===== src/rtl/nvs_pkg.sv =====
// nvs_pkg: shared types, constants and helper functions for the nearest vector search block
// no dependencies; imported by every module in rtl/ except nvs_ram
`default_nettype none

package nvs_pkg;

	// store geometry
	localparam int MAX_ENTRIES = 128;
	localparam int MAX_LENGTH  = 64;

	// fixed field widths
	localparam int IDX_W       = 7;
	localparam int POS_FIELD_W = 6;
	localparam int ELEM_W      = 16;
	localparam int DIST_W      = 38;
	localparam int DIST_FRAC_W = 26;
	localparam int VLEN_W      = 7;
	localparam int ECOUNT_W    = 8;

	// derived widths
	localparam int ENTRY_W   = $clog2(MAX_ENTRIES);
	localparam int POS_W     = (MAX_LENGTH > 1) ? $clog2(MAX_LENGTH) : 1;
	localparam int ADDR_W    = ENTRY_W + POS_W;
	localparam int RAM_DEPTH = MAX_ENTRIES * (1 << POS_W);
	localparam int LEN_W     = $clog2(MAX_LENGTH + 1);
	localparam int CNT_W     = $clog2(MAX_ENTRIES + 1);
	localparam int SQ_W      = 32;
	localparam int RAW_SUM_W = SQ_W + $clog2(MAX_LENGTH);
	localparam int SUM_W     = (RAW_SUM_W > DIST_W) ? RAW_SUM_W : DIST_W;

	// search starting minimum, 1000.0 with 26 fraction bits
	localparam logic [63:0]      START_MIN_RAW = 64'd1000 << DIST_FRAC_W;
	localparam logic [SUM_W-1:0] START_MIN     = SUM_W'(START_MIN_RAW);
	localparam logic [SUM_W-1:0] DIST_MAX      = SUM_W'({DIST_W{1'b1}});

	// command queue between front and back
	localparam int QUEUE_DEPTH = 4;
	localparam int QPTR_W      = $clog2(QUEUE_DEPTH);

	// configuration port
	localparam int PADDR_W = 5;
	localparam int PDATA_W = 64;
	localparam int REG_LSB = 3;

	localparam logic [1:0] REG_VECTOR_LENGTH   = 2'd0;
	localparam logic [1:0] REG_ENTRY_COUNT     = 2'd1;
	localparam logic [1:0] REG_MATCH_THRESHOLD = 2'd2;

	localparam logic [VLEN_W-1:0]   VLEN_RST   = 7'd64;
	localparam logic [ECOUNT_W-1:0] ECOUNT_RST = 8'd128;
	localparam logic [DIST_W-1:0]   THRESH_RST = 38'd33554432;

	typedef enum logic [1:0] {
		FUNC_WRITE   = 2'd0,
		FUNC_PAIR    = 2'd1,
		FUNC_NEAREST = 2'd2
	} func_t;

	typedef struct packed {
		logic [1:0]             func;
		logic [IDX_W-1:0]       entry_index;
		logic [POS_FIELD_W-1:0] element_index;
		logic signed [ELEM_W-1:0] element_value;
		logic [IDX_W-1:0]       second_index;
	} req_t;

	typedef struct packed {
		logic [DIST_W-1:0] distance;
		logic [IDX_W-1:0]  closest_index;
		logic              found;
	} rsp_t;

	// decoded command held in the queue
	typedef struct packed {
		func_t                  op;
		logic [IDX_W-1:0]       entry;
		logic [POS_FIELD_W-1:0] pos;
		logic [ELEM_W-1:0]      value;
		logic [IDX_W-1:0]       second;
	} cmd_t;

	typedef struct packed {
		logic [VLEN_W-1:0]   vector_length;
		logic [ECOUNT_W-1:0] entry_count;
		logic [DIST_W-1:0]   match_threshold;
	} cfg_t;

	// divider handshake
	typedef struct packed {
		logic             start;
		logic [SUM_W-1:0] dividend;
		logic [LEN_W-1:0] divisor;
	} div_req_t;

	typedef struct packed {
		logic             done;
		logic [SUM_W-1:0] quotient;
	} div_rsp_t;

	// zero acts as one, larger values saturate at the store size
	function automatic logic [LEN_W-1:0] eff_length(input logic [VLEN_W-1:0] v);
		logic [LEN_W-1:0] n;
		if (v == '0) begin
			n = LEN_W'(1);
		end else if (int'(v) > MAX_LENGTH) begin
			n = LEN_W'(MAX_LENGTH);
		end else begin
			n = LEN_W'(v);
		end
		return n;
	endfunction

	function automatic logic [CNT_W-1:0] eff_entries(input logic [ECOUNT_W-1:0] v);
		logic [CNT_W-1:0] n;
		if (v == '0) begin
			n = CNT_W'(1);
		end else if (int'(v) > MAX_ENTRIES) begin
			n = CNT_W'(MAX_ENTRIES);
		end else begin
			n = CNT_W'(v);
		end
		return n;
	endfunction

endpackage

`default_nettype wire


===== src/rtl/nvs_queue.sv =====
// nvs_queue: short command fifo between the front and back ends
// depends on nvs_pkg
`default_nettype none

module nvs_queue
	import nvs_pkg::*;
(
	input  wire logic clk,
	input  wire logic arst_n,
	input  wire logic push,
	input  wire cmd_t push_data,
	output      logic full,
	input  wire logic pop,
	output      cmd_t head,
	output      logic empty
);

	cmd_t                 slot_q [QUEUE_DEPTH];
	logic [QPTR_W-1:0]    wr_ptr_q;
	logic [QPTR_W-1:0]    rd_ptr_q;
	logic [QPTR_W:0]      count_q;

	assign full  = int'(count_q) == QUEUE_DEPTH;
	assign empty = count_q == '0;
	assign head  = slot_q[rd_ptr_q];

	always_ff @(posedge clk) begin
		if (push) begin
			slot_q[wr_ptr_q] <= push_data;
		end
	end

	always_ff @(posedge clk or negedge arst_n) begin
		if (!arst_n) begin
			wr_ptr_q <= '0;
			rd_ptr_q <= '0;
			count_q  <= '0;
		end else begin
			if (push) begin
				wr_ptr_q <= (int'(wr_ptr_q) == QUEUE_DEPTH - 1) ? '0 : wr_ptr_q + QPTR_W'(1);
			end
			if (pop) begin
				rd_ptr_q <= (int'(rd_ptr_q) == QUEUE_DEPTH - 1) ? '0 : rd_ptr_q + QPTR_W'(1);
			end
			unique case ({push, pop})
				2'b10:   count_q <= count_q + (QPTR_W + 1)'(1);
				2'b01:   count_q <= count_q - (QPTR_W + 1)'(1);
				default: count_q <= count_q;
			endcase
		end
	end

endmodule

`default_nettype wire


===== config.mk =====
export PLATFORM = sky130hd
export DESIGN_NAME = nvs_queue
export DESIGN_NICKNAME = d
export VERILOG_FILES = /design/src/rtl/nvs_pkg.sv /design/src/rtl/nvs_queue.sv
export SDC_FILE = /design/constraint.sdc
export NUM_CORES = 1
export LEC_CHECK = 0
export ABC_AREA = 0
export BUFFER_PORTS_ARGS = -buffer_cell sky130_fd_sc_hd__buf_2
export CAP_MARGIN = 0
export CELL_PAD_IN_SITES_DETAIL_PLACEMENT = 0
export CELL_PAD_IN_SITES_GLOBAL_PLACEMENT = 1
export CORE_ASPECT_RATIO = 0.5
export CORE_MARGIN = 1
export CORE_UTILIZATION = 45
export DETAILED_ROUTE_END_ITERATION = 10
export GPL_ROUTABILITY_DRIVEN = 0
export GPL_TIMING_DRIVEN = 0
export PLACE_DENSITY = 0.8
export SYNTH_ARGS = -nofsm -noshare
export SYNTH_HDL_FRONTEND = slang
export SYNTH_SLANG_ARGS = --single-unit

===== constraint.sdc =====
create_clock -name clk -period 2.03 [get_ports clk]
set_input_delay 0.203 -clock clk [delete_from_list [all_inputs] [get_ports clk]]
set_output_delay 0.203 -clock clk [all_outputs]
set_load 0.02 [all_outputs]

# Yosys cells after proc, flatten, opt, wreduce, memory -nomap -nowiden
# Memory sizes are Yosys's and may differ from the RTL's.
# Index checks and enable logic that the tools add are counted.
# Widths: inputs -> output; s select.
# word_totals
ff_bits	7
ram_bits	152
inputBits	42
output_inout_bits	40
elab_cells	20
n_memories	1
# mem_list
name	depth	width	read_ports	rd_clocked_by_memory_dff	write_ports	line_no	source
slot_q	4	38	1	0	1	nvs_queue.sv:18	cmd_t slot_q [QUEUE_DEPTH];
# op_classes
add_sub_neg	4
n_eq_ne	5
mux	5
n_reduce_logical	2
# op_table
operator	count
$eq 2x1->1 const B	3
$pmux 3 s2	1
$add 2x1->2 const B	2
$mux 2	2
$add 3x1->3 const B	1
$eq 3x3->1 const B	1
$logic_not 3->1	1
$sub 3x1->3 const B	1
$eq 2x2->1 const B	1
$mux 1	2
$reduce_bool 2->1	1

# Logic depth before layout (Yosys ltp)
# Gate-level depths: netlist of the first run.
# depth
ltp_word	2
ltp_mapped	7
ltp_nobuf	7

# Least setup slack after synthesis of the first run
# Ideal clock, no wire load.
# synth_path
kind	register to register
start	register wr_ptr_q[0]
end	memory slot_q[2][0] (netlist name) (enable)
setup_ns	0.399
arrival_time_ns	1.543
required_ns	1.631
setup_slack_ns	0.088
path_stages_with_launch	4
path_buffers	0
period_less_slack_ns	1.942
cell_sequence	dfrtp_1 > inv_1 > ha_1 > and2_1
# synth_lines
element	line_no	source
start, declared	nvs_queue.sv:19	logic [QPTR_W-1:0] wr_ptr_q;
start signal, assigned	nvs_queue.sv:40	wr_ptr_q <= (int'(wr_ptr_q) == QUEUE_DEPTH - 1) ? '0 : wr_ptr_q + QPTR_W'(1);
end, declared	nvs_queue.sv:18	
# Straight into the memory's write port.

==> metrics.yaml, run 1 <==
timing:
  rsz0062_at_grt: "yes"
  setup_slack_ns: -0.00110
  finalHoldViolations: 0
  slew_headroom_pct: 61.7
  timing.final.crit_period_ns: 2.03
  setup_violations: 1
  fmax_ghz: 0.492
  worstMarginPinSlew_ns: 0.574
  slew_viol_final: 0
  min_period_over_period_pct: 100
  finClkSkew_ns: 0.00565
route:
  vias: 2840
  drtAntennaViolNets: 0
  finalWirelength_um: 10300
  wl_per_cell_um: 18.3
  first_pass_iters: 6
  drc_errors: 0
  via_per_inst: 5.04
  drt_iter0_markers: 107
global_routing:
  grt_overflow: 0
  track_usage_pct: 16.6
  grt_pass1_vias: 3128
  grt_pass1_wl_um: 16400
  grt_start_max_net_pins: 22
  antenna_found_initial: 0
synthesis:
  yosys.area_share.adder_pct: 1.60
  synth_area_per_cell_um2: 25.1
  synth-xor-area-share_pct: 0.442
  synth_area_leaders: "edfxtp_1 77%, mux4_2 14%, dfrtp_1 2.9%"
  yosysWarningCount: 0
  synth_top_area_cell: "edfxtp_1"
  ys_seq_area_share_pct: 79.7
  synth_top_area_share_pct: 76.7
  synth_compound_area_share_pct: 0.168
  synth_top_family_by_area: "multiplexers"
  synthSimpleGateAreaFrac_pct: 0.904
  synthMuxAreaShare_pct: 14.9
  synth_seq_cells: 159
  synth_cell_types: 21
  synth_cells: 237
  synthesis.nets: 286
  netlist_area_um2: 5950
worst_hold_path:
  hold_path_class: "in2reg"
  hold-path-cell-count: 2
  hold_path.startpoint: "push"
  whs_endpoint: "wr_ptr_q[1]"
die:
  rows: 29
  start_util_pct: 46.6
  die_x_um: 165
  die_h_um: 83.3
  core_area_um2: 12800
  die-area_um2: 13700
  io_pins: 82
worst_setup_path:
  critical_path.slowest_cell: "mux4_2"
  reg2regPathDepth: 4
  r2r_slack_ns: 0.26
  path_cells: "buf_6 -> buf_12 -> mux4_2 -> buf_2"
  critPathKind: "reg2out"
  crit_path_end_kind: "primary output"
  r2r-end: "slot_q[2][12]"
  max_stage_delay_ns: 0.52
  timing.rr.start: "wr_ptr_q[0]"
  startpoint_type: "flip-flop"
  crit_fanout: 10
  crit_arrival_ns: 1.83
  cp_data_required_time_ns: 1.83
cells_and_area:
  drive_gt1_share_pct: 43.4
  stdcell_count: 564
  nNetsFinal: 430
  antenna_cells: 0
  area_delta_synth_final_pct: 29.0
  n_fill_cell: 903
  fin_area_um2: 7670
outcome:
  status: "finished with violations"
  violations: "setup timing"
cts:
  insertion_delay_ns: 0.42
  cts_tree: "yes"
  cts-buffers-inserted: 17
  clk_pin_slew_ns: 0.06
  clock_sinks: 159
  root_buffer: "clkbuf_16"
  cts_buffer_depth: 2
  cts.htree.levels: 4
run:
  cap_violations: 0
place:
  io_buffers: 81
  hpwl_um: 6580
  placed_area_um2: 6680
  placedCellCount: 492
power:
  power_per_cell_area_nw_per_um2: 1430
  ir_worst_vdd_v: 0.000741
  p_leak_nw: 2.73
[through the flow]
step / hold slack (ns) / utilization [%] / setup WS, ns / total power [mW] / TNS [ns]
final: 0.0559 / 60.1 / -0.00110 / 10.9 / -0.00110
after CTS: 0.0462 / 60.0 / -0.0253 / 11.0 / -0.0548
after global routing: 0.0708 / 60.1 / -0.0574 / 11.4 / -0.801
after detailed placement: 0.0596 / 52.3 / 0.256 / 7.92 / 0
after global placement: 0.0416 / 51.4 / -0.509 / 7.69 / -72.40
after floorplan: -0.0926 / - / 0.0881 / 6.83 / 0
[cell usage after synthesis]
| cell | count |
|---|---|
| buf_4 | 1 |
| and3_1 | 1 |
| mux2i_1 | 1 |
| inv_1 | 6 |
| edfxtp_1 | 152 |
| mux2_2 | 2 |
| xor2_1 | 2 |
| dfrtp_1 | 7 |
| or3_1 | 1 |
| nand2_1 | 1 |
| and2_1 | 4 |
| nor2_1 | 2 |
| fa_1 | 1 |
| buf_6 | 1 |
| o21ai_0 | 2 |
| mux4_2 | 38 |
| ha_1 | 6 |
| nor3_1 | 1 |
| buf_12 | 4 |
| xnor2_1 | 1 |
| buf_2 | 3 |
[cells by family after synthesis]
| logic type | after synthesis |
|---|---|
| AO/OA/AOI/OAI | 2 |
| XOR/XNOR | 3 |
| adder cells (fa/ha/maj) | 7 |
| buffers and inverters | 15 |
| flip-flops | 159 |
| multiplexers | 41 |
| AND/OR/NAND/NOR | 10 |
[worst max-delay path by stage]
stage                      from             to  depth (start not counted)
finish              rd_ptr_q[0]       head[24]                          4
global route        rd_ptr_q[0]       head[24]                          4
floorplan           wr_ptr_q[0]   slot_q[2][0]                          3
detailed placement  wr_ptr_q[0]  slot_q[2][27]                          4
CTS                 rd_ptr_q[0]       head[24]                          4
global placement    wr_ptr_q[0]  slot_q[0][15]                          3
[final cells by class]
class / count / area, um^2 / area share [%]
Inverter: 6 / 22.5 / 0.293
Sequential cell: 159 / 4740 / 61.8
Clock buffer: 17 / 425 / 5.54
Clock inverter: 15 / 150 / 1.96
Tap cell: 170 / 213 / 2.77
Timing Repair Buffer: 125 / 926 / 12.1
Buffer: 9 / 120 / 1.57
Multi-Input combinational cell: 63 / 1080 / 14.1
[timing repair]
item,in CTS,in global routing
gates resized for setup,1,5
endpoints found under the setup margin,16,38
hold buffers,39,0
endpoints found under the hold margin,153,0
buffers inserted,1,0
[state kept, by name, summed over array words and instances, names as in the netlist]
name	count
count_q	3
rd_ptr_q	2
slot_q	152
wr_ptr_q	2
[worst max-delay path: cells and delay by family, from the launching register on]
family                 cells  cell delay (ns)
multiplexers               1             0.52
buffers and inverters      3             0.49
flip-flops                 1             0.39
[per-layer routing]
metal  vias up  part of all wire, %  track usage (%)
met5         -                    0                0
met1      1469                   42             21.2
met4         0                 0.96             5.42
met2        73                   52             27.2
li1       1287                    -                -
met3        11                  5.0             5.04
[placed cells by master (no fill, tap or decap), types with 3 or more instances in the layout]
cell / count
clkinv_4: 3
buf_6: 4
dlygate4sd3_1: 39
ha_1: 6
mux4_2: 38
inv_1: 6
clkinvlp_4: 3
buf_16: 4
dfrtp_1: 7
clkbuf_16: 17
buf_12: 4
inv_6: 5
and2_2: 4
buf_2: 81
edfxtp_1: 152
[power by group]
group | internal (mW) | total [mW] | switching, mW
Combinational | 1.63 | 3.51 | 1.88
Clock | 1.72 | 3.04 | 1.31
Sequential | 4.22 | 4.39 | 0.175
No activity file was read; power rests on OpenSTA's default activity.
==> run 2, diff against run 1 <==
- CELL_PAD_IN_SITES_DETAIL_PLACEMENT: 0 -> unset
- CELL_PAD_IN_SITES_GLOBAL_PLACEMENT: 1 -> unset
- CORE_UTILIZATION: 45 -> 50
- PLACE_DENSITY: 0.8 -> 0.79
==> run 2 against run 1 <==
  * The run still ends with setup timing left
  * Clock skew rose by 0.0020 ns
  * Die area fell by 9.8%
  * Clock power up 3%
  * Non-clock buffer count shrank 1
  * Total power grew 8.1%
  * Global-route usage increased by 3.1 points
  * Setup slack worse by 0.046 ns
  * Design area rose by 2.7%
==> metrics.yaml, run 2 (synthesis results as in run 1) <==
outcome:
  status: "finished with violations"
  violations: "setup timing"
route:
  drtAntennaViolNets: 0  # unchanged
  vias: 2965  # +4.4%
  finalWirelength_um: 11800  # +14%
  wl_per_cell_um: 21.4  # +17%
  first_pass_iters: 4  # -2
  via_per_inst: 5.37  # +6.7%
  drt_iter0_markers: 267  # +150%
  drc_errors: 0  # unchanged
global_routing:
  use_met1_pct: 24.9  # +3.7 points
  use_met2_pct: 32.0  # +4.8 points
  track_usage_pct: 19.7  # +3.1 points
  antenna_found_initial: 0  # unchanged
  busiest_layer: "met2"
  grt_pass1_wl_um: 17100  # +4.4%
  grt_overflow: 0  # unchanged
  grt_pass1_vias: 3184  # +1.8%
  use_met3_pct: 5.68  # +0.63 points
  grt_start_max_net_pins: 22  # unchanged
cells_and_area:
  stdcell_count: 552  # -2.1%
  largest_register_ff_count: 152  # unchanged
  area_delta_synth_final_pct: 32.5
  final_common_cell: "edfxtp_1"
  reg_top3: "slot_q: 152 flops, count_q: 3 flops"
  nNetsFinal: 429  # -0.23%
  drive_gt1_share_pct: 44.5  # +1.1 points
  regMostFlops: "slot_q"
  mostFrequentLayoutCells: "152 x edfxtp_1, 53 x buf_2, 38 x mux4_2, 33 x dlygate4sd3_1, 31 x buf_6"
  antenna_cells: 0  # unchanged
  fin_area_um2: 7890  # +2.7%
  n_fill_cell: 671  # -26%
power:
  p_clk_share_pct: 26.5  # -1.3 points
  cell_internal_pwr_mw: 8.25  # +8.9%
  p_leak_nw: 2.82  # +3.0%
  ir_worst_vdd_v: 0.000807  # +8.9%
  p_switching_mw: 3.58  # +6.4%
  seqPwrFrac_pct: 37.3  # -2.8 points
  p_comb_share_pct: 36.2  # +4.1 points
  switching_share_pct: 30.3  # -0.50 points
  power_per_cell_area_nw_per_um2: 1500  # +5.3%
run:
  cap_violations: 0  # unchanged
worst_setup_path:
  timing.rr.start: "wr_ptr_q[0]"
  reg2regPathDepth: 4  # unchanged
  crit_fanout: 7  # -3
  path_cells: "buf_12 -> clkbuf_16 -> mux4_2 -> buf_6"
  cp_data_required_time_ns: 1.83  # about the same
  crit_arrival_ns: 1.87  # +0.04 ns
  r2r_slack_ns: 0.25  # about the same
  r2r-end: "slot_q[0][14]"
  critical_path.slowest_cell: "mux4_2"
  max_stage_delay_ns: 0.55  # +0.03 ns
  startpoint_type: "flip-flop"
  crit_path_end_kind: "primary output"
  critPathKind: "reg2out"
cts:
  cts_buffer_depth: 2  # unchanged
  root_buffer: "clkbuf_16"
  cts-buffers-inserted: 17  # unchanged
  clk_pin_slew_ns: 0.06  # about the same
  clock_sinks: 159  # unchanged
  insertion_delay_ns: 0.42  # about the same
  cts.htree.levels: 4  # unchanged
  cts_tree: "yes"
die:
  rows: 27  # -6.9%
  die_h_um: 79.1  # -5.0%
  die_x_um: 156  # -5.1%
  start_util_pct: 52.7  # +6.1 points
  core_area_um2: 11300  # -12%
  die-area_um2: 12400  # -9.8%
  io_pins: 82  # unchanged
worst_hold_path:
  hold_path.startpoint: "push_data[1]"
  whs_endpoint: "slot_q[1][1]"
  hold-path-cell-count: 1  # -1
  hold_path_class: "in2reg"
place:
  hpwl_um: 6530  # -0.80%
  dp_slack_ns: 0.234  # -0.0217 ns
  placedCellCount: 481  # -2.2%
  io_buffers: 81  # unchanged
  placed_area_um2: 6670  # -0.21%
timing:
  timing.final.crit_period_ns: 2.08  # +0.0456 ns
  slew_viol_final: 0  # unchanged
  slew_headroom_pct: 61.6  # -0.16 points
  worstMarginPinSlew_ns: 0.576  # +0.00245 ns
  setup_slack_ns: -0.0467  # -0.0456 ns
  finClkSkew_ns: 0.00761  # +0.00195 ns
  min_period_over_period_pct: 102  # +2.2 points
  fmax_ghz: 0.482  # -2.2%
  rsz0062_at_grt: "yes"
  hold_slack_ns: 0.0130  # -0.0428 ns
  tns_ns: -0.114  # -0.113 ns
  finalHoldViolations: 0  # unchanged
  setup_violations: 9  # +8
run 2: layout make-up:
cell class	count	area, um^2	share of cell area (%)
Tap cell	159	199	2.52
Timing Repair Buffer	124	1130	14.3
Clock buffer	17	425	5.40
Clock inverter	15	160	2.03
Sequential cell	159	4740	60.1
Buffer	9	129	1.63
Multi-Input combinational cell	63	1080	13.7
Inverter	6	22.5	0.286
run 2: how the worst max path moves through the flow:
stage               endpoint         from  cells after the start  slack [ns]
2_1_floorplan   slot_q[2][0]  wr_ptr_q[0]                      3        0.09
3_3_place_gp   slot_q[0][21]  wr_ptr_q[0]                      3       -0.47
3_5_place_dp   slot_q[0][21]  wr_ptr_q[0]                      4        0.23
4_1_cts              head[1]  rd_ptr_q[0]                      4       -0.04
5_1_grt              head[3]  rd_ptr_q[0]                      4        -0.1
6_report             head[3]  rd_ptr_q[0]                      4       -0.05
run 2: power by group through the flow:
stage | clock network, mW | registers, mW | logic [mW]
4_1_cts | 3.17 | 4.40 | 3.59
2_1_floorplan | 0 | 4.40 | 2.43
5_1_grt | 3.31 | 4.45 | 4.52
6_report | 3.13 | 4.41 | 4.29
3_3_place_gp | 0 | 4.43 | 3.24
3_5_place_dp | 0 | 4.46 | 3.44
run 2: repair_timing:
action | CTS | global route
endpoints found under the setup margin | 30 | 38
setup buffers | 1 | 2
hold buffers | 32 | 1
hold endpoints to repair | 121 | 4
resized for setup | 6 | 59
gates cloned | 0 | 3
run 2: worst max-delay path, delay by kind of cell, from the launching register on:
kind | cells | cell delay [ns]
mux | 1 | 0.55
buf+inv | 3 | 0.50
flops | 1 | 0.41
run 2: per-stage QoR:
| step | util, % | power, mW |
|---|---|---|
| global placement | 58.1 | 7.67 |
| finish | 69.9 | 11.8 |
| CTS | 67.4 | 11.2 |
| global route | 69.9 | 12.3 |
| floorplan | - | 6.83 |
| detailed placement | 59.1 | 7.90 |
run 2: metal layers:
layer  vias up  part of all wire (%)
met5         -                     0
met4         0                   1.4
met3        14                   5.3
met2       114                    52
met1      1545                    41
li1       1292                     -
==> run 3, diff against run 2 <==
--- a/config.mk
+++ b/config.mk
@@ -12,3 +12,3 @@
 export CORE_MARGIN = 1
-export CORE_UTILIZATION = 50
+export CORE_UTILIZATION = 41
 export DETAILED_ROUTE_END_ITERATION = 10
@@ -16,3 +16,3 @@
 export GPL_TIMING_DRIVEN = 0
-export PLACE_DENSITY = 0.79
+export PLACE_DENSITY = 0.67
 export SYNTH_ARGS = -nofsm -noshare
--- a/constraint.sdc
+++ b/constraint.sdc
@@ -3,2 +3,2 @@
 set_output_delay 0.203 -clock clk [all_outputs]
-set_load 0.02 [all_outputs]
+set_load 0.005 [all_outputs]
==> run 3 against run 2 <==
  * Sequential cell count is the same
  * Highest routed layer unchanged
  * Clock skew shrank 0.0015 ns
  * Worst hold slack gained 0.0045 ns
  * Routed wire length shrank 13%
  * Utilization shrank 15 points
  * The flow now finishes without violations
  * Design area shrank 3.7%
  * Largest power group unchanged
==> metrics.yaml, run 3 (synthesis results as in run 1) <==
route:
  wl_per_cell_um: 17.9  # -16%
  vias: 2791  # -5.9%
  finalWirelength_um: 10300  # -13%
  drtAntennaViolNets: 0  # unchanged
  via_per_inst: 4.85  # -9.8%
  drc_errors: 0  # unchanged
  drt_iter0_markers: 179  # -33%
  first_pass_iters: 4  # unchanged
cells_and_area:
  multi_input_area_um2: 1080  # unchanged
  seqCellArea_um2: 4740  # unchanged
  largest_register_ff_count: 152  # unchanged
  regMostFlops: "slot_q"
  final_common_cell: "edfxtp_1"
  fin_area_um2: 7590  # -3.7%
  nNetsFinal: 420  # -2.1%
  area_delta_synth_final_pct: 27.6
  n_fill_cell: 1037  # +55%
  drive_gt1_share_pct: 44.5  # about the same
  reg_top3: "slot_q: 152 flops, count_q: 3 flops"
  antenna_cells: 0  # unchanged
  stdcell_count: 576  # +4.3%
  mostFrequentLayoutCells: "152 x edfxtp_1, 83 x buf_2, 38 x mux4_2, 29 x dlygate4sd3_1, 17 x clkbuf_16"
worst_setup_path:
  critPathKind: "reg2out"
  crit_fanout: 10  # +3
  crit_path_end_kind: "primary output"
  critPathTopFamily: "multiplexers"
  path_cells: "buf_6 -> buf_12 -> mux4_2 -> buf_2"
  critical_path.slowest_cell: "mux4_2"
  crit_arrival_ns: 1.76  # -0.11 ns
  max_stage_delay_ns: 0.54  # about the same
  cp_data_required_time_ns: 1.83  # about the same
  reg2regPathDepth: 4  # unchanged
  cp.depth: 4  # unchanged
  startpoint_type: "flip-flop"
  crit_buf_inv: 3  # unchanged
power:
  p_switching_mw: 2.69  # -25%
  p_clk_share_pct: 30.4  # +3.9 points
  ir_worst_vdd_v: 0.000562  # -30%
  p_total_mw: 10.4  # -12%
  p_comb_share_pct: 27.6  # -8.6 points
  switching_share_pct: 25.9  # -4.4 points
  cell_internal_pwr_mw: 7.70  # -6.6%
  power_per_cell_area_nw_per_um2: 1370  # -8.8%
  p_leak_nw: 2.69  # -4.3%
  seqPwrFrac_pct: 42.1  # +4.8 points
timing:
  finClkSkew_ns: 0.00606  # -0.00155 ns
  timing.final.crit_period_ns: 1.96  # -0.113 ns
  worstMarginPinSlew_ns: 0.551  # -0.0254 ns
  fmax_ghz: 0.509  # +5.7%
  slew_headroom_pct: 63.3  # +1.7 points
  min_period_over_period_pct: 96.7  # -5.6 points
  rsz0062_at_grt: "no"
  slew_viol_final: 0  # unchanged
  setup_violations: 0  # -9
  finalHoldViolations: 0  # unchanged
die:
  core_area_um2: 13900  # +23%
  die_x_um: 172  # +10%
  start_util_pct: 43.0  # -9.8 points
  die-area_um2: 15000  # +22%
  die_h_um: 87.2  # +10%
  io_pins: 82  # unchanged
  rows: 30  # +11%
cts:
  cts_buffer_depth: 2  # unchanged
  clock_sinks: 159  # unchanged
  clk_pin_slew_ns: 0.06  # about the same
  insertion_delay_ns: 0.41  # about the same
  root_buffer: "clkbuf_16"
  cts-buffers-inserted: 17  # unchanged
  cts.htree.levels: 4  # unchanged
  cts_tree: "yes"
place:
  io_buffers: 81  # unchanged
  placed_area_um2: 6700  # +0.39%
  placedCellCount: 514  # +6.9%
  hpwl_um: 6510  # -0.30%
global_routing:
  antenna_found_initial: 0  # unchanged
  grt_pass1_vias: 3037  # -4.6%
  grt_start_max_net_pins: 32  # +45%
  grt_overflow: 0  # unchanged
  grt_pass1_wl_um: 15900  # -7.2%
  track_usage_pct: 14.9  # -4.8 points
worst_hold_path:
  hold_path_class: "in2reg"
  hold-path-cell-count: 1  # unchanged
outcome:
  status: "finished, final reports clean"
run:
  cap_violations: 0  # unchanged
run 3: cell count changes in the layout (fill, tap and decap cells not counted), moves of 2 or more:
cell           before  now
buf_4               4    2
buf_16              4    2
inv_6               4    1
dlygate4sd3_1      33   29
buf_2              53   83
buf_6              31    2
clkinv_2            1    6
clkbuf_16          20   17
run 3: stage by stage:
| stage | utilization (%) | TNS [ns] | hold WS [ns] | setup slack (ns) |
|---|---|---|---|---|
| CTS | 54.7 | 0 | 0.000173 | 0.0294 |
| detailed placement | 48.3 | 0 | 0.0535 | 0.282 |
| global placement | 47.6 | -72.95 | 0.0424 | -0.515 |
| global route | 54.8 | 0 | 0.00835 | 0.000445 |
| finish | 54.8 | 0 | 0.0176 | 0.0660 |
| floorplan | - | 0 | -0.0926 | 0.0881 |
run 3: routing by layer:
metal	part of all wire, %	up-vias	global-route usage (%)
met4	0.93	0	6.76
met2	52	49	25.2
li1	-	1265	-
met5	0	-	0
met1	44	1470	18.3
met3	3.0	7	3.86
run 3: path summary, 6_finish.rpt:
path                                 endpoint           from  slack [ns]
worst max-delay path                  head[6]    rd_ptr_q[0]        0.07
worst min-delay path            slot_q[1][37]  push_data[37]        0.02
worst max register to register  slot_q[0][12]    wr_ptr_q[0]        0.30
worst min register to register     count_q[2]     count_q[2]        0.49
max in group asynchronous         rd_ptr_q[0]         arst_n        1.71
min in group asynchronous          count_q[0]         arst_n        0.15
run 3: power by group through the flow:
stage	Clock, mW	Combinational [mW]	Sequential, mW
4_1_cts	3.20	2.93	4.38
3_5_place_dp	0	2.87	4.45
6_report	3.15	2.86	4.37
2_1_floorplan	0	1.82	4.40
5_1_grt	3.32	3.13	4.42
3_3_place_gp	0	2.70	4.43
run 3: final cells by class:
| class | count | area share (%) |
|---|---|---|
| flip-flops and latches | 159 | 62.4 |
| repair buffers | 115 | 10.5 |
| multi-input cells | 63 | 14.2 |
| inverters | 6 | 0.297 |
| clock inverters | 15 | 2.22 |
| clock buffers | 17 | 5.60 |
| plain buffers | 9 | 1.58 |
| well taps | 192 | 3.16 |
run 3: timing repair:
| item | in CTS | in global routing |
|---|---|---|
| endpoints found under the setup margin | 9 | 7 |
| resized for setup | 1 | 1 |
| endpoints found under the hold margin | 117 | 0 |
| buffers inserted | 0 | 1 |
| gates cloned | 0 | 0 |
| hold buffers | 29 | 0 |
