## config.mk

```make
export PLATFORM = sky130hd
export DESIGN_NAME = nvs_front
export DESIGN_NICKNAME = d
export VERILOG_FILES = /design/src/rtl/nvs_pkg.sv /design/src/rtl/nvs_front.sv
export SDC_FILE = /design/constraint.sdc
export NUM_CORES = 1
export LEC_CHECK = 0
export ABC_AREA = 1
export BUFFER_PORTS_ARGS = -buffer_cell sky130_fd_sc_hd__clkbuf_2
export CORE_UTILIZATION = 44
export DETAILED_ROUTE_END_ITERATION = 8
export PLACE_DENSITY_LB_ADDON = 0.1
export SLEW_MARGIN = 20
export SYNTH_ARGS = -nofsm -noshare
export SYNTH_HDL_FRONTEND = slang
export SYNTH_SLANG_ARGS = --single-unit
```

## constraint.sdc

```tcl
create_clock -name clk -period 1.5 [get_ports clk]
set_clock_uncertainty 0.1 [all_clocks]
set_input_delay 0.075 -clock clk [delete_from_list [all_inputs] [get_ports clk]]
set_output_delay 0.075 -clock clk [all_outputs]
set_load 0.01 [all_outputs]
```

## src/rtl/nvs_pkg.sv

```systemverilog
// nvs_pkg: shared types, constants and helper functions for the nearest vector search block
// no dependencies; imported by every module in rtl/ except nvs_ram
`default_nettype none

package nvs_pkg;

	// store geometry
	localparam int MAX_ENTRIES = 128;
	localparam int MAX_LENGTH  = 64;

	// fixed field widths
	localparam int IDX_W       = 7;
	localparam int POS_FIELD_W = 6;
	localparam int ELEM_W      = 16;
	localparam int DIST_W      = 38;
	localparam int DIST_FRAC_W = 26;
	localparam int VLEN_W      = 7;
	localparam int ECOUNT_W    = 8;

	// derived widths
	localparam int ENTRY_W   = $clog2(MAX_ENTRIES);
	localparam int POS_W     = (MAX_LENGTH > 1) ? $clog2(MAX_LENGTH) : 1;
	localparam int ADDR_W    = ENTRY_W + POS_W;
	localparam int RAM_DEPTH = MAX_ENTRIES * (1 << POS_W);
	localparam int LEN_W     = $clog2(MAX_LENGTH + 1);
	localparam int CNT_W     = $clog2(MAX_ENTRIES + 1);
	localparam int SQ_W      = 32;
	localparam int RAW_SUM_W = SQ_W + $clog2(MAX_LENGTH);
	localparam int SUM_W     = (RAW_SUM_W > DIST_W) ? RAW_SUM_W : DIST_W;

	// search starting minimum, 1000.0 with 26 fraction bits
	localparam logic [63:0]      START_MIN_RAW = 64'd1000 << DIST_FRAC_W;
	localparam logic [SUM_W-1:0] START_MIN     = SUM_W'(START_MIN_RAW);
	localparam logic [SUM_W-1:0] DIST_MAX      = SUM_W'({DIST_W{1'b1}});

	// command queue between front and back
	localparam int QUEUE_DEPTH = 4;
	localparam int QPTR_W      = $clog2(QUEUE_DEPTH);

	// configuration port
	localparam int PADDR_W = 5;
	localparam int PDATA_W = 64;
	localparam int REG_LSB = 3;

	localparam logic [1:0] REG_VECTOR_LENGTH   = 2'd0;
	localparam logic [1:0] REG_ENTRY_COUNT     = 2'd1;
	localparam logic [1:0] REG_MATCH_THRESHOLD = 2'd2;

	localparam logic [VLEN_W-1:0]   VLEN_RST   = 7'd64;
	localparam logic [ECOUNT_W-1:0] ECOUNT_RST = 8'd128;
	localparam logic [DIST_W-1:0]   THRESH_RST = 38'd33554432;

	typedef enum logic [1:0] {
		FUNC_WRITE   = 2'd0,
		FUNC_PAIR    = 2'd1,
		FUNC_NEAREST = 2'd2
	} func_t;

	typedef struct packed {
		logic [1:0]             func;
		logic [IDX_W-1:0]       entry_index;
		logic [POS_FIELD_W-1:0] element_index;
		logic signed [ELEM_W-1:0] element_value;
		logic [IDX_W-1:0]       second_index;
	} req_t;

	typedef struct packed {
		logic [DIST_W-1:0] distance;
		logic [IDX_W-1:0]  closest_index;
		logic              found;
	} rsp_t;

	// decoded command held in the queue
	typedef struct packed {
		func_t                  op;
		logic [IDX_W-1:0]       entry;
		logic [POS_FIELD_W-1:0] pos;
		logic [ELEM_W-1:0]      value;
		logic [IDX_W-1:0]       second;
	} cmd_t;

	typedef struct packed {
		logic [VLEN_W-1:0]   vector_length;
		logic [ECOUNT_W-1:0] entry_count;
		logic [DIST_W-1:0]   match_threshold;
	} cfg_t;

	// divider handshake
	typedef struct packed {
		logic             start;
		logic [SUM_W-1:0] dividend;
		logic [LEN_W-1:0] divisor;
	} div_req_t;

	typedef struct packed {
		logic             done;
		logic [SUM_W-1:0] quotient;
	} div_rsp_t;

	// zero acts as one, larger values saturate at the store size
	function automatic logic [LEN_W-1:0] eff_length(input logic [VLEN_W-1:0] v);
		logic [LEN_W-1:0] n;
		if (v == '0) begin
			n = LEN_W'(1);
		end else if (int'(v) > MAX_LENGTH) begin
			n = LEN_W'(MAX_LENGTH);
		end else begin
			n = LEN_W'(v);
		end
		return n;
	endfunction

	function automatic logic [CNT_W-1:0] eff_entries(input logic [ECOUNT_W-1:0] v);
		logic [CNT_W-1:0] n;
		if (v == '0) begin
			n = CNT_W'(1);
		end else if (int'(v) > MAX_ENTRIES) begin
			n = CNT_W'(MAX_ENTRIES);
		end else begin
			n = CNT_W'(v);
		end
		return n;
	endfunction

endpackage

`default_nettype wire

```

## src/rtl/nvs_front.sv

```systemverilog
// nvs_front: accepts request transactions, decodes them and feeds the command queue
// depends on nvs_pkg
`default_nettype none

module nvs_front
	import nvs_pkg::*;
(
	input  wire logic clk,
	input  wire logic arst_n,
	input  wire logic req_valid,
	output      logic req_stall,
	input  wire req_t req,
	output      logic push,
	output      cmd_t push_data,
	input  wire logic q_full
);

	logic cmd_vld_s1;
	cmd_t cmd_s1;
	logic accept;
	logic keep;
	cmd_t cmd_dec;

	// unused selector and writes outside the store are dropped here
	always_comb begin
		keep            = 1'b0;
		cmd_dec.op      = FUNC_WRITE;
		cmd_dec.entry   = req.entry_index;
		cmd_dec.pos     = req.element_index;
		cmd_dec.value   = req.element_value;
		cmd_dec.second  = req.second_index;
		unique case (req.func)
			FUNC_WRITE: begin
				cmd_dec.op = FUNC_WRITE;
				keep = (int'(req.entry_index) < MAX_ENTRIES)
					&& (int'(req.element_index) < MAX_LENGTH);
			end
			FUNC_PAIR: begin
				cmd_dec.op = FUNC_PAIR;
				keep = 1'b1;
			end
			FUNC_NEAREST: begin
				cmd_dec.op = FUNC_NEAREST;
				keep = 1'b1;
			end
			default: keep = 1'b0;
		endcase
	end

	assign req_stall = cmd_vld_s1 && q_full;
	assign accept    = req_valid && !req_stall;
	assign push      = cmd_vld_s1 && !q_full;
	assign push_data = cmd_s1;

	always_ff @(posedge clk or negedge arst_n) begin
		if (!arst_n) begin
			cmd_vld_s1 <= 1'b0;
			cmd_s1     <= '0;
		end else begin
			if (accept) begin
				cmd_vld_s1 <= keep;
				cmd_s1     <= cmd_dec;
			end else if (push) begin
				cmd_vld_s1 <= 1'b0;
			end
		end
	end

endmodule

`default_nettype wire

```

Word-level counts from Yosys, hierarchy flattened. Cells that the tools add are included.

Mux-type cells: 4. Equality and inequality tests: 2. Reduce and logical (&&, ||, !) cells: 8.

Operators with widths (number): $pmux 2 s2 (1); $logic_and 1x1->1 (3); $mux 1 (3); $reduce_or 3->1 (1); $eq 2x1->1 const B (1); $eq 2x2->1 const B (1); $logic_not 1->1 (2); $logic_not 2->1 (1); $reduce_bool 2->1 (1).

Output and inout bits: 40. Logic and storage cells: 20. Register bits: 39. Input bits: 42.

Logic depth before layout (Yosys ltp). Gate-level depths: netlist of the first run.

Depth in word-level cells: 4. Depth in mapped cells: 6. Depth with buffers taken out: 4.

Worst setup path after synthesis of the first run. OpenSTA, ideal clock, no wires.

Kind: register to register. From: register cmd_vld_s1. To: register cmd_s1, in the netlist push_data[10]. Data required time: 1.283 ns. Path slack: 0.400 ns. Path buffers: 2. Arrival: 0.883 ns. Clock period less this slack: 1.100 ns. Library setup time: 0.117 ns. Stages on the path, launching flop included: 7. Cell sequence: dfrtp_1 > nand2_2 > nand2_1 > buf_6 > buf_4 > nand2_1 > nand2_1.

Cells in the longest elaborated chain, start to end: 3.

RTL lines: from (decl) (line nvs_front.sv:18) `logic cmd_vld_s1;`; from (signal assigned) (line nvs_front.sv:61) `cmd_vld_s1 <= keep;`; $logic_and 1x1->1 (line nvs_front.sv:50) `assign req_stall = cmd_vld_s1 && q_full;`; $logic_not 1->1 (line nvs_front.sv:51) `assign accept = req_valid && !req_stall;`; $logic_and 1x1->1 (line nvs_front.sv:51); to (signal assigned) (line nvs_front.sv:62) `cmd_s1 <= cmd_dec;`; to (decl) (line nvs_front.sv:19) `cmd_t cmd_s1;`.

No other way between the ends. A chain may end at the register's enable or synchronous reset.

Worst setup path after layout of the first run.
From: register cmd_vld_s1. To: output port req_stall.

Cells in the longest elaborated chain, start to end: 1.

RTL lines: $logic_and 1x1->1 (line nvs_front.sv:50); to (decl) (line nvs_front.sv:11) `output logic req_stall,`.

No other way between the ends.

==> report_table.html, run 1 <==
<table>
<tr><th>Metric</th><th>Value</th></tr>
<tr><th colspan="2">Timing</th></tr>
<tr><td>Measured slew at the worst slew-check pin</td><td>0.485 ns</td></tr>
<tr><td>Maximum operating frequency</td><td>726 MHz</td></tr>
<tr><td>Final setup fails</td><td>0</td></tr>
<tr><td>Period minus WS final</td><td>1.38 ns</td></tr>
<tr><td>Unrepaired setup endpoints after global routing</td><td>false</td></tr>
<tr><td>Worst slew margin</td><td>0.677</td></tr>
<tr><td>Final clock period utilization by the worst path</td><td>0.918</td></tr>
<tr><td>Setup TNS Final</td><td>0 ns</td></tr>
<tr><td>Hold Violations, Final</td><td>0</td></tr>
<tr><td>Max-slew violation count</td><td>0</td></tr>
<tr><th colspan="2">Synthesis</th></tr>
<tr><td>Ranking of synthesized cells by instance count</td><td>78 x nand2_1, 39 x dfrtp_1, 36 x nand3_1</td></tr>
<tr><td>Average size of a mapped cell</td><td>8.98 sq um</td></tr>
<tr><td>Most used flip-flop cell after synthesis</td><td>dfrtp_1</td></tr>
<tr><td>Nets in the synthesized netlist</td><td>216</td></tr>
<tr><td>Async set or reset register ratio after synthesis</td><td>1.00</td></tr>
<tr><td>Total number of yosys warnings</td><td>0</td></tr>
<tr><td>Number of distinct library cells after synthesis</td><td>13</td></tr>
<tr><td>Seq/Total Area, Yosys</td><td>0.624</td></tr>
<tr><td>Fraction of post-synthesis cell area in the top cell type by area</td><td>0.624</td></tr>
<tr><td>Synth area leaders</td><td>dfrtp_1 62%, nand2_1 19%, nand3_1 12%</td></tr>
<tr><td>Library cell with the highest instance count after synthesis</td><td>nand2_1</td></tr>
<tr><td>Total of flip-flops plus latches after synthesis</td><td>39</td></tr>
<tr><td>Post-synth EDFFs</td><td>0</td></tr>
<tr><td>Yosys top cell by area</td><td>dfrtp_1</td></tr>
<tr><td>Number of instances in the synthesized netlist</td><td>174</td></tr>
<tr><td>Post-Synthesis Cell Area</td><td>1560 sq um</td></tr>
<tr><th colspan="2">Final layout</th></tr>
<tr><td>Util after Layout</td><td>0.731</td></tr>
<tr><td>Net count reported at finish</td><td>338</td></tr>
<tr><td>Post-route cell area</td><td>2460 sq um</td></tr>
<tr><td>Final cell count without fillers</td><td>342</td></tr>
<tr><td>ANT cells</td><td>0</td></tr>
<tr><td>Area growth syn-to-layout</td><td>57.2%</td></tr>
<tr><td>Share of cells above drive strength 1</td><td>0.324</td></tr>
<tr><th colspan="2">Place</th></tr>
<tr><td>DP Cell Count</td><td>296</td></tr>
<tr><td>Instance area at placement</td><td>2010 sq um</td></tr>
<tr><td>Port buffer count</td><td>81</td></tr>
<tr><td>Half-perimeter wire length after detailed placement</td><td>2420 microns</td></tr>
<tr><td>RePlAce Congestion</td><td>0.696</td></tr>
<tr><th colspan="2">Clock network</th></tr>
<tr><td>Post-CTS Setup Inserts</td><td>0</td></tr>
<tr><td>H-tree levels</td><td>2</td></tr>
<tr><td>Clock network latency to the later pin of the worst-skew pair</td><td>0.35 ns</td></tr>
<tr><td>Root buf cell</td><td>clkbuf_4</td></tr>
<tr><td>Register clock-pin slew on the reported worst setup and hold paths</td><td>0.11 ns</td></tr>
<tr><td>Total number of clock tree sinks</td><td>39</td></tr>
<tr><td>CTS Buffer Depth</td><td>2</td></tr>
<tr><td>Clock tree from TritonCTS</td><td>built</td></tr>
<tr><td>Clock buffers created by TritonCTS</td><td>5</td></tr>
<tr><th colspan="2">Flow run</th></tr>
<tr><td>Count of max-cap constraint violations</td><td>0</td></tr>
<tr><th colspan="2">Floorplanning</th></tr>
<tr><td>Effective utilization at floorplan</td><td>0.465</td></tr>
<tr><td>Vert. Die Dim</td><td>61.6 microns</td></tr>
<tr><td>Count of boundary I/O pins</td><td>82</td></tr>
<tr><td>Standard-cell row count</td><td>21</td></tr>
<tr><td>Area enclosed by the die boundary</td><td>3790 sq um</td></tr>
<tr><td>Die width</td><td>61.6 microns</td></tr>
<tr><td>Core Footprint</td><td>3360 sq um</td></tr>
<tr><th colspan="2">Power</th></tr>
<tr><td>Overall power consumption</td><td>2.39 mW</td></tr>
<tr><td>Power density relative to cell area</td><td>972 nW/um^2</td></tr>
<tr><td>VDD IR max</td><td>0.648 mV</td></tr>
<tr><td>Cell leakage power</td><td>1.41 nW</td></tr>
<tr><th colspan="2">Global route</th></tr>
<tr><td>Largest net degree at the start of global routing</td><td>40</td></tr>
<tr><td>First-pass GRT wire length</td><td>6110 microns</td></tr>
<tr><td>Number of antenna violations at the first check in global routing</td><td>0</td></tr>
<tr><td>Vias in the first global route</td><td>1457</td></tr>
<tr><td>Global route overflow</td><td>0</td></tr>
<tr><td>Gr usage total</td><td>0.225</td></tr>
<tr><th colspan="2">Detailed routing</th></tr>
<tr><td>Routed wire length</td><td>4070 microns</td></tr>
<tr><td>Length of the first detailed-routing pass in iterations</td><td>4</td></tr>
<tr><td>Via count</td><td>1590</td></tr>
<tr><td>Ratio of routed vias to standard cells</td><td>4.65</td></tr>
<tr><td>Starting DRC count in detailed routing</td><td>101</td></tr>
<tr><td># DRC</td><td>0</td></tr>
<tr><td>Post-route antenna net violation count</td><td>0</td></tr>
<tr><td>Drt wl/cell</td><td>11.9 microns</td></tr>
<tr><th colspan="2">Worst setup path</th></tr>
<tr><td>Worst-path fanout max</td><td>22</td></tr>
<tr><td>Critical Path Start Type</td><td>register</td></tr>
<tr><td>Arrival time worst endpoint</td><td>1.20 ns</td></tr>
<tr><td>Critical path endpoint category</td><td>primary output</td></tr>
<tr><td>CP required</td><td>1.32 ns</td></tr>
<tr><td>Category of the most critical setup path</td><td>reg -&gt; out</td></tr>
<tr><th colspan="2">Min path</th></tr>
<tr><td>Worst hold-check path type</td><td>in -&gt; reg</td></tr>
<tr><th colspan="2">Outcome</th></tr>
<tr><td>Run status</td><td>completed</td></tr>
</table>
==> stage by stage <==
stage               hold slack [ns]  setup WS [ns]
floorplan                    -0.321          0.400
global placement             0.0592          0.431
detailed placement           0.0611          0.403
CTS                          0.0148         0.0442
global route                 0.0418         0.0342
finish                       0.0287          0.123
==> final timing paths <==
| kind | start | to | slack [ns] | cells after the start |
|---|---|---|---|---|
| setup / recovery | cmd_vld_s1 | req_stall | 0.12 | 4 |
| max in group asynchronous | arst_n | push_data[15] | 0.76 | 3 |
| hold reg to reg | push_data[14] | push_data[14] | 0.38 | 2 |
| setup reg to reg | cmd_vld_s1 | push_data[2] | 0.37 | 5 |
| hold / removal | req_valid | push_data[28] | 0.03 | 3 |
| min in group asynchronous | arst_n | cmd_vld_s1 | 0.20 | 3 |
==> cells in the final DEF, fill, tap and decap left out <==
cell type,n
o21ai_1,1
dfrtp_1,39
clkbuf_2,81
clkbuf_4,5
buf_6,1
nand3_1,36
inv_1,4
nand2_1,78
buf_4,6
clkbuf_8,1
clkinv_2,1
nand4_1,2
nand2_2,1
nor2_1,1
dlygate4sd3_1,39
==> cells by family (layout without fill, tap and decap cells) <==
family          count (synthesis)  after routing  share of synthesized area
compound gates                  1              1                    0.00320
buf+inv                        16            138                     0.0552
flops                          39             39                      0.625
simple gates                  118            118                      0.317
==> power by group <==
part           switching [mW]  internal [mW]
Clock                   0.329          0.217
Sequential             0.0761           1.19
Combinational           0.306          0.276
Total                   0.711           1.68
==> critical path: stages, from the launching register on <==
cell      delay, ns
dfrtp_1        0.40
nand2_2        0.08
buf_6          0.19
inv_1          0.05
clkbuf_2       0.12
==> final cells by class <==
cell class,instances,area (sq um)
multi-input cells,119,500
fillers,279,906
inverters,4,15.0
clock buffers,6,51.3
well taps,46,57.6
clock inverters,1,5.00
repair buffers,127,852
flip-flops and latches,39,976
==> layer usage <==
layer	share of wire	GRT usage	wire length (microns)	up-vias
li1	-	-	-	796
met1	0.41	0.251	1670	729
met2	0.52	0.402	2120	56
met3	0.050	0.0483	202	9
met4	0.020	0.117	82	0
met5	0	0	0	-
==> flip-flops by register name, indices dropped and copies added, names as in the netlist <==
register and count:
cmd_vld_s1 1, push_data 38
==> what timing repair did <==
item | CTS | global route
hold buffers | 39 | 0
endpoints found under the setup margin | 0 | 1
gates resized for setup | 0 | 1
endpoints found under the hold margin | 78 | 0
(Power assumes the default switching activity.)
==> run 2, diff against run 1 <==
Settings changed: CTS_BUF_LIST from default to sky130_fd_sc_hd__clkbuf_16.
==> report_table.html, run 2 (synthesized netlist as in run 1, its figures left out) <==
<table>
<tr><th>Metric</th><th>Value</th></tr>
<tr><th colspan="2">Power</th></tr>
<tr><td>Overall power consumption</td><td>2.81 mW</td></tr>
<tr><td>VDD IR max</td><td>0.772 mV</td></tr>
<tr><td>Cell leakage power</td><td>1.44 nW</td></tr>
<tr><td>Power density relative to cell area</td><td>1110 nW/um^2</td></tr>
<tr><th colspan="2">Clock network</th></tr>
<tr><td>Total number of clock tree sinks</td><td>39</td></tr>
<tr><td>Clock buffers created by TritonCTS</td><td>5</td></tr>
<tr><td>Register clock-pin slew on the reported worst setup and hold paths</td><td>0.05 ns</td></tr>
<tr><td>Root buf cell</td><td>clkbuf_16</td></tr>
<tr><td>Number of instances resized during post-cts repair</td><td>0</td></tr>
<tr><td>CTS Buffer Depth</td><td>2</td></tr>
<tr><td>Clock network latency to the later pin of the worst-skew pair</td><td>0.27 ns</td></tr>
<tr><td>Clock tree from TritonCTS</td><td>built</td></tr>
<tr><td>H-tree levels</td><td>2</td></tr>
<tr><th colspan="2">Place</th></tr>
<tr><td>Half-perimeter wire length after detailed placement</td><td>2420 microns</td></tr>
<tr><td>RePlAce Congestion</td><td>0.696</td></tr>
<tr><td>Setup slack at placement</td><td>0.403 ns</td></tr>
<tr><td>Port buffer count</td><td>81</td></tr>
<tr><th colspan="2">Detailed routing</th></tr>
<tr><td>Post-route antenna net violation count</td><td>0</td></tr>
<tr><td>Via count</td><td>1598</td></tr>
<tr><td>Routed wire length</td><td>4070 microns</td></tr>
<tr><td>Length of the first detailed-routing pass in iterations</td><td>4</td></tr>
<tr><td>Drt wl/cell</td><td>11.9 microns</td></tr>
<tr><td>Starting DRC count in detailed routing</td><td>115</td></tr>
<tr><td>Ratio of routed vias to standard cells</td><td>4.67</td></tr>
<tr><td># DRC</td><td>0</td></tr>
<tr><th colspan="2">Timing</th></tr>
<tr><td>Hold WS</td><td>0.111 ns</td></tr>
<tr><td>Final setup fails</td><td>0</td></tr>
<tr><td>Worst slew margin</td><td>0.672</td></tr>
<tr><td>Measured slew at the worst slew-check pin</td><td>0.492 ns</td></tr>
<tr><td>Max-slew violation count</td><td>0</td></tr>
<tr><td>Unrepaired setup endpoints after global routing</td><td>false</td></tr>
<tr><td>Period minus WS final</td><td>1.33 ns</td></tr>
<tr><td>Final clock period utilization by the worst path</td><td>0.887</td></tr>
<tr><td>Hold Violations, Final</td><td>0</td></tr>
<tr><td>Maximum operating frequency</td><td>752 MHz</td></tr>
<tr><td>Worst-case setup margin in the final layout</td><td>0.170 ns</td></tr>
<tr><td>Setup TNS Final</td><td>0 ns</td></tr>
<tr><th colspan="2">Worst setup path</th></tr>
<tr><td>CP required</td><td>1.32 ns</td></tr>
<tr><td>Critical path endpoint category</td><td>primary output</td></tr>
<tr><td>Worst-path fanout max</td><td>22</td></tr>
<tr><td>Arrival time worst endpoint</td><td>1.15 ns</td></tr>
<tr><td>Category of the most critical setup path</td><td>reg -&gt; out</td></tr>
<tr><td>Critical Path Start Type</td><td>register</td></tr>
<tr><th colspan="2">Global route</th></tr>
<tr><td>Largest net degree at the start of global routing</td><td>40</td></tr>
<tr><td>Vias in the first global route</td><td>1464</td></tr>
<tr><td>Gr usage total</td><td>0.224</td></tr>
<tr><td>Global route overflow</td><td>0</td></tr>
<tr><td>Number of antenna violations at the first check in global routing</td><td>0</td></tr>
<tr><td>First-pass GRT wire length</td><td>6090 microns</td></tr>
<tr><th colspan="2">Final layout</th></tr>
<tr><td>Leading cell type in the layout, fill and taps excluded</td><td>clkbuf_2</td></tr>
<tr><td>Top library cells by usage in the layout, fill and taps aside</td><td>81 x clkbuf_2, 78 x nand2_1, 39 x dfrtp_1, 39 x dlygate4sd3_1, 36 x nand3_1</td></tr>
<tr><td>Share of cells above drive strength 1</td><td>0.321</td></tr>
<tr><td>Area growth syn-to-layout</td><td>62.0%</td></tr>
<tr><td>Net count reported at finish</td><td>338</td></tr>
<tr><td>Max FFs per register</td><td>38</td></tr>
<tr><td>ANT cells</td><td>0</td></tr>
<tr><th colspan="2">Min path</th></tr>
<tr><td>Worst hold-check path type</td><td>in -&gt; reg</td></tr>
<tr><th colspan="2">Floorplanning</th></tr>
<tr><td>Effective utilization at floorplan</td><td>0.465</td></tr>
<tr><td>Core Footprint</td><td>3360 sq um</td></tr>
<tr><td>Count of boundary I/O pins</td><td>82</td></tr>
<tr><td>Die width</td><td>61.6 microns</td></tr>
<tr><td>Area enclosed by the die boundary</td><td>3790 sq um</td></tr>
<tr><td>Standard-cell row count</td><td>21</td></tr>
<tr><td>Vert. Die Dim</td><td>61.6 microns</td></tr>
<tr><th colspan="2">Outcome</th></tr>
<tr><td>Run status</td><td>completed</td></tr>
<tr><th colspan="2">Flow run</th></tr>
<tr><td>Count of max-cap constraint violations</td><td>0</td></tr>
</table>
[run 2: cell types whose count changed in the layout (fill, tap and decap cells not counted)]
cell	previous run	this run
clkinv_1	0	1
buf_4	6	7
buf_6	1	0
clkbuf_16	0	5
clkbuf_8	1	0
clkbuf_4	5	0
[run 2: where the power goes]
group | internal (mW) | leakage [nW] | switching [mW]
logic | 0.275 | 0.895 | 0.306
registers | 1.19 | 0.478 | 0.0768
clock network | 0.596 | 0.0671 | 0.365
total | 2.06 | 1.44 | 0.748
[run 2: metrics by stage]
step | instances | area [sq um] | utilization
floorplan | 174 | 1560 | -
global placement | 296 | 2010 | 0.597
detailed placement | 296 | 2010 | 0.597
CTS | 342 | 2530 | 0.753
global route | 342 | 2530 | 0.753
finish | 342 | 2530 | 0.753
[run 2: final cells by class]
cell class / instances / area (sq um)
Inverter: 4 / 15.0
Sequential cell: 39 / 976
Tap cell: 46 / 57.6
Fill cell: 263 / 832
Timing Repair Buffer: 127 / 848
Clock buffer: 5 / 125
Multi-Input combinational cell: 119 / 500
Clock inverter: 2 / 8.76
[run 2: path summary, 6_finish.rpt]
check                              from             to  slack [ns]  cells past startpoint
max                          cmd_vld_s1      req_stall        0.17                      4
min                           req_valid  push_data[28]        0.11                      3
max reg2reg                  cmd_vld_s1   push_data[2]        0.40                      5
min reg2reg                push_data[7]   push_data[7]        0.37                      2
max in group asynchronous        arst_n  push_data[36]        0.66                      3
min in group asynchronous        arst_n  push_data[20]        0.29                      3
[run 2: critical path, cell delays in order, from the launching register on]
cell	delay [ns]
dfrtp_1	0.38
nand2_2	0.07
buf_4	0.24
inv_1	0.06
clkbuf_2	0.12
[run 2: layer usage]
metal / global-route usage / up-vias / part of all wire
met5: 0 / - / 0
met4: 0.0921 / 0 / 0.010
met3: 0.0630 / 4 / 0.052
met2: 0.404 / 53 / 0.53
met1: 0.246 / 746 / 0.41
li1: - / 795 / -
[run 2: repair_timing]
action / CTS / global route
endpoints found under the hold margin: 78 / 0
setup buffers: 0 / 0
hold buffers: 39 / 0
==> run 3, diff against run 2 <==
Settings changed: GPL_TIMING_DRIVEN from default to 0.
==> report_table.html, run 3 (synthesized netlist as in run 1, its figures left out) <==
<table>
<tr><th>Metric</th><th>Value</th></tr>
<tr><th colspan="2">Floorplanning</th></tr>
<tr><td>Vert. Die Dim</td><td>61.6 microns</td></tr>
<tr><td>Standard-cell row count</td><td>21</td></tr>
<tr><td>Effective utilization at floorplan</td><td>0.465</td></tr>
<tr><td>Die width</td><td>61.6 microns</td></tr>
<tr><td>Core Footprint</td><td>3360 sq um</td></tr>
<tr><td>Area enclosed by the die boundary</td><td>3790 sq um</td></tr>
<tr><td>Count of boundary I/O pins</td><td>82</td></tr>
<tr><th colspan="2">Worst setup path</th></tr>
<tr><td>Category of the most critical setup path</td><td>reg -&gt; out</td></tr>
<tr><td>Flop-to-flop setup slack</td><td>0.27 ns</td></tr>
<tr><td>Worst-path fanout max</td><td>10</td></tr>
<tr><td>CP required</td><td>1.32 ns</td></tr>
<tr><td>Critical path endpoint category</td><td>primary output</td></tr>
<tr><td>Arrival time worst endpoint</td><td>1.14 ns</td></tr>
<tr><td>Critical Path Start Type</td><td>register</td></tr>
<tr><th colspan="2">Clock network</th></tr>
<tr><td>Clock network latency to the later pin of the worst-skew pair</td><td>0.27 ns</td></tr>
<tr><td>H-tree levels</td><td>2</td></tr>
<tr><td>Clock buffers created by TritonCTS</td><td>5</td></tr>
<tr><td>Root buf cell</td><td>clkbuf_16</td></tr>
<tr><td>Total number of clock tree sinks</td><td>39</td></tr>
<tr><td>CTS Buffer Depth</td><td>2</td></tr>
<tr><td>Register clock-pin slew on the reported worst setup and hold paths</td><td>0.05 ns</td></tr>
<tr><td>Clock tree from TritonCTS</td><td>built</td></tr>
<tr><th colspan="2">Timing</th></tr>
<tr><td>Unrepaired setup endpoints after global routing</td><td>false</td></tr>
<tr><td>Final clock period utilization by the worst path</td><td>0.877</td></tr>
<tr><td>Maximum operating frequency</td><td>760 MHz</td></tr>
<tr><td>Setup TNS Final</td><td>0 ns</td></tr>
<tr><td>Measured slew at the worst slew-check pin</td><td>0.930 ns</td></tr>
<tr><td>Final setup fails</td><td>0</td></tr>
<tr><td>Period minus WS final</td><td>1.32 ns</td></tr>
<tr><td>Worst slew margin</td><td>0.380</td></tr>
<tr><td>Max-slew violation count</td><td>0</td></tr>
<tr><td>Worst-case setup margin in the final layout</td><td>0.184 ns</td></tr>
<tr><td>Hold WS</td><td>0.149 ns</td></tr>
<tr><td>Hold Violations, Final</td><td>0</td></tr>
<tr><th colspan="2">Global route</th></tr>
<tr><td>Vias in the first global route</td><td>1514</td></tr>
<tr><td>First-pass GRT wire length</td><td>6360 microns</td></tr>
<tr><td>Global route overflow</td><td>0</td></tr>
<tr><td>Gr usage total</td><td>0.236</td></tr>
<tr><td>Largest net degree at the start of global routing</td><td>40</td></tr>
<tr><td>Number of antenna violations at the first check in global routing</td><td>0</td></tr>
<tr><th colspan="2">Final layout</th></tr>
<tr><td>Net count reported at finish</td><td>343</td></tr>
<tr><td>Top library cells by usage in the layout, fill and taps aside</td><td>81 x clkbuf_2, 78 x nand2_1, 39 x dfrtp_1, 39 x dlygate4sd3_1, 36 x nand3_1</td></tr>
<tr><td>Leading cell type in the layout, fill and taps excluded</td><td>clkbuf_2</td></tr>
<tr><td>ANT cells</td><td>0</td></tr>
<tr><td>Area growth syn-to-layout</td><td>62.9%</td></tr>
<tr><td>Max FFs per register</td><td>38</td></tr>
<tr><td>Share of cells above drive strength 1</td><td>0.317</td></tr>
<tr><td>Util after Layout</td><td>0.757</td></tr>
<tr><th colspan="2">Power</th></tr>
<tr><td>VDD IR max</td><td>0.624 mV</td></tr>
<tr><td>Power density relative to cell area</td><td>1100 nW/um^2</td></tr>
<tr><td>Cell leakage power</td><td>1.45 nW</td></tr>
<tr><th colspan="2">Place</th></tr>
<tr><td>RePlAce Congestion</td><td>0.690</td></tr>
<tr><td>Setup slack at placement</td><td>0.290 ns</td></tr>
<tr><td>Half-perimeter wire length after detailed placement</td><td>2490 microns</td></tr>
<tr><td>Port buffer count</td><td>81</td></tr>
<tr><th colspan="2">Detailed routing</th></tr>
<tr><td>Starting DRC count in detailed routing</td><td>125</td></tr>
<tr><td>Length of the first detailed-routing pass in iterations</td><td>4</td></tr>
<tr><td>Drt wl/cell</td><td>12.2 microns</td></tr>
<tr><td>Routed wire length</td><td>4220 microns</td></tr>
<tr><td>Post-route antenna net violation count</td><td>0</td></tr>
<tr><td>Ratio of routed vias to standard cells</td><td>4.64</td></tr>
<tr><td>Via count</td><td>1607</td></tr>
<tr><td># DRC</td><td>0</td></tr>
<tr><th colspan="2">Min path</th></tr>
<tr><td>Worst hold-check path type</td><td>in -&gt; reg</td></tr>
<tr><th colspan="2">Flow run</th></tr>
<tr><td>Count of max-cap constraint violations</td><td>0</td></tr>
<tr><th colspan="2">Outcome</th></tr>
<tr><td>Run status</td><td>completed</td></tr>
</table>
## run 3: metal layers
| layer | track usage | vias to the layer above | part of all wire |
|---|---|---|---|
| met1 | 0.257 | 740 | 0.41 |
| met4 | 0.121 | 0 | 0.015 |
| met3 | 0.0546 | 7 | 0.052 |
| li1 | - | 804 | - |
| met5 | 0 | - | 0 |
| met2 | 0.425 | 56 | 0.52 |
## run 3: repair_timing
action / 4_1_cts / 5_1_grt
buffers inserted: 0 / 0
endpoints found under the hold margin: 78 / 0
gates resized for setup: 0 / 0
hold buffers: 39 / 0
## run 3: area by class of cell
class / instances / area, sq um
plain buffers: 12 / 71.3
clock buffers: 5 / 125
clock inverters: 1 / 3.75
fillers: 285 / 818
inverters: 4 / 15.0
multi-input cells: 119 / 500
flip-flops and latches: 39 / 976
well taps: 46 / 57.6
repair buffers: 120 / 796
## run 3: power by group
group / internal (mW) / leakage (nW) / switching (mW) / total, mW
logic: 0.279 / 0.902 / 0.311 / 0.590
registers: 1.19 / 0.478 / 0.0760 / 1.26
clock network: 0.590 / 0.0669 / 0.362 / 0.952
## run 3: final timing paths
kind	from	end	cells after the start
hold / removal	req_valid	push_data[27]	4
setup reg to reg	cmd_vld_s1	push_data[3]	4
max in group asynchronous	arst_n	push_data[28]	2
setup / recovery	cmd_vld_s1	req_stall	4
min in group asynchronous	arst_n	push_data[20]	2
hold reg to reg	push_data[1]	push_data[1]	2
## run 3: critical path, cell delays in order (launching register included)
cell,delay (ns)
dfrtp_1,0.38
nand2_2,0.10
buf_2,0.22
inv_1,0.05
clkbuf_2,0.12
## run 3: through the flow
| stage | area, sq um | total power, mW | std cells |
|---|---|---|---|
| 6_report | 2540 | 2.81 | 346 |
| 5_1_grt | 2540 | 2.96 | 346 |
| 4_1_cts | 2540 | 2.82 | 346 |
| 3_5_place_dp | 2030 | 1.79 | 301 |
| 3_3_place_gp | 2030 | 1.78 | 301 |
| 2_1_floorplan | 1560 | 1.53 | 174 |
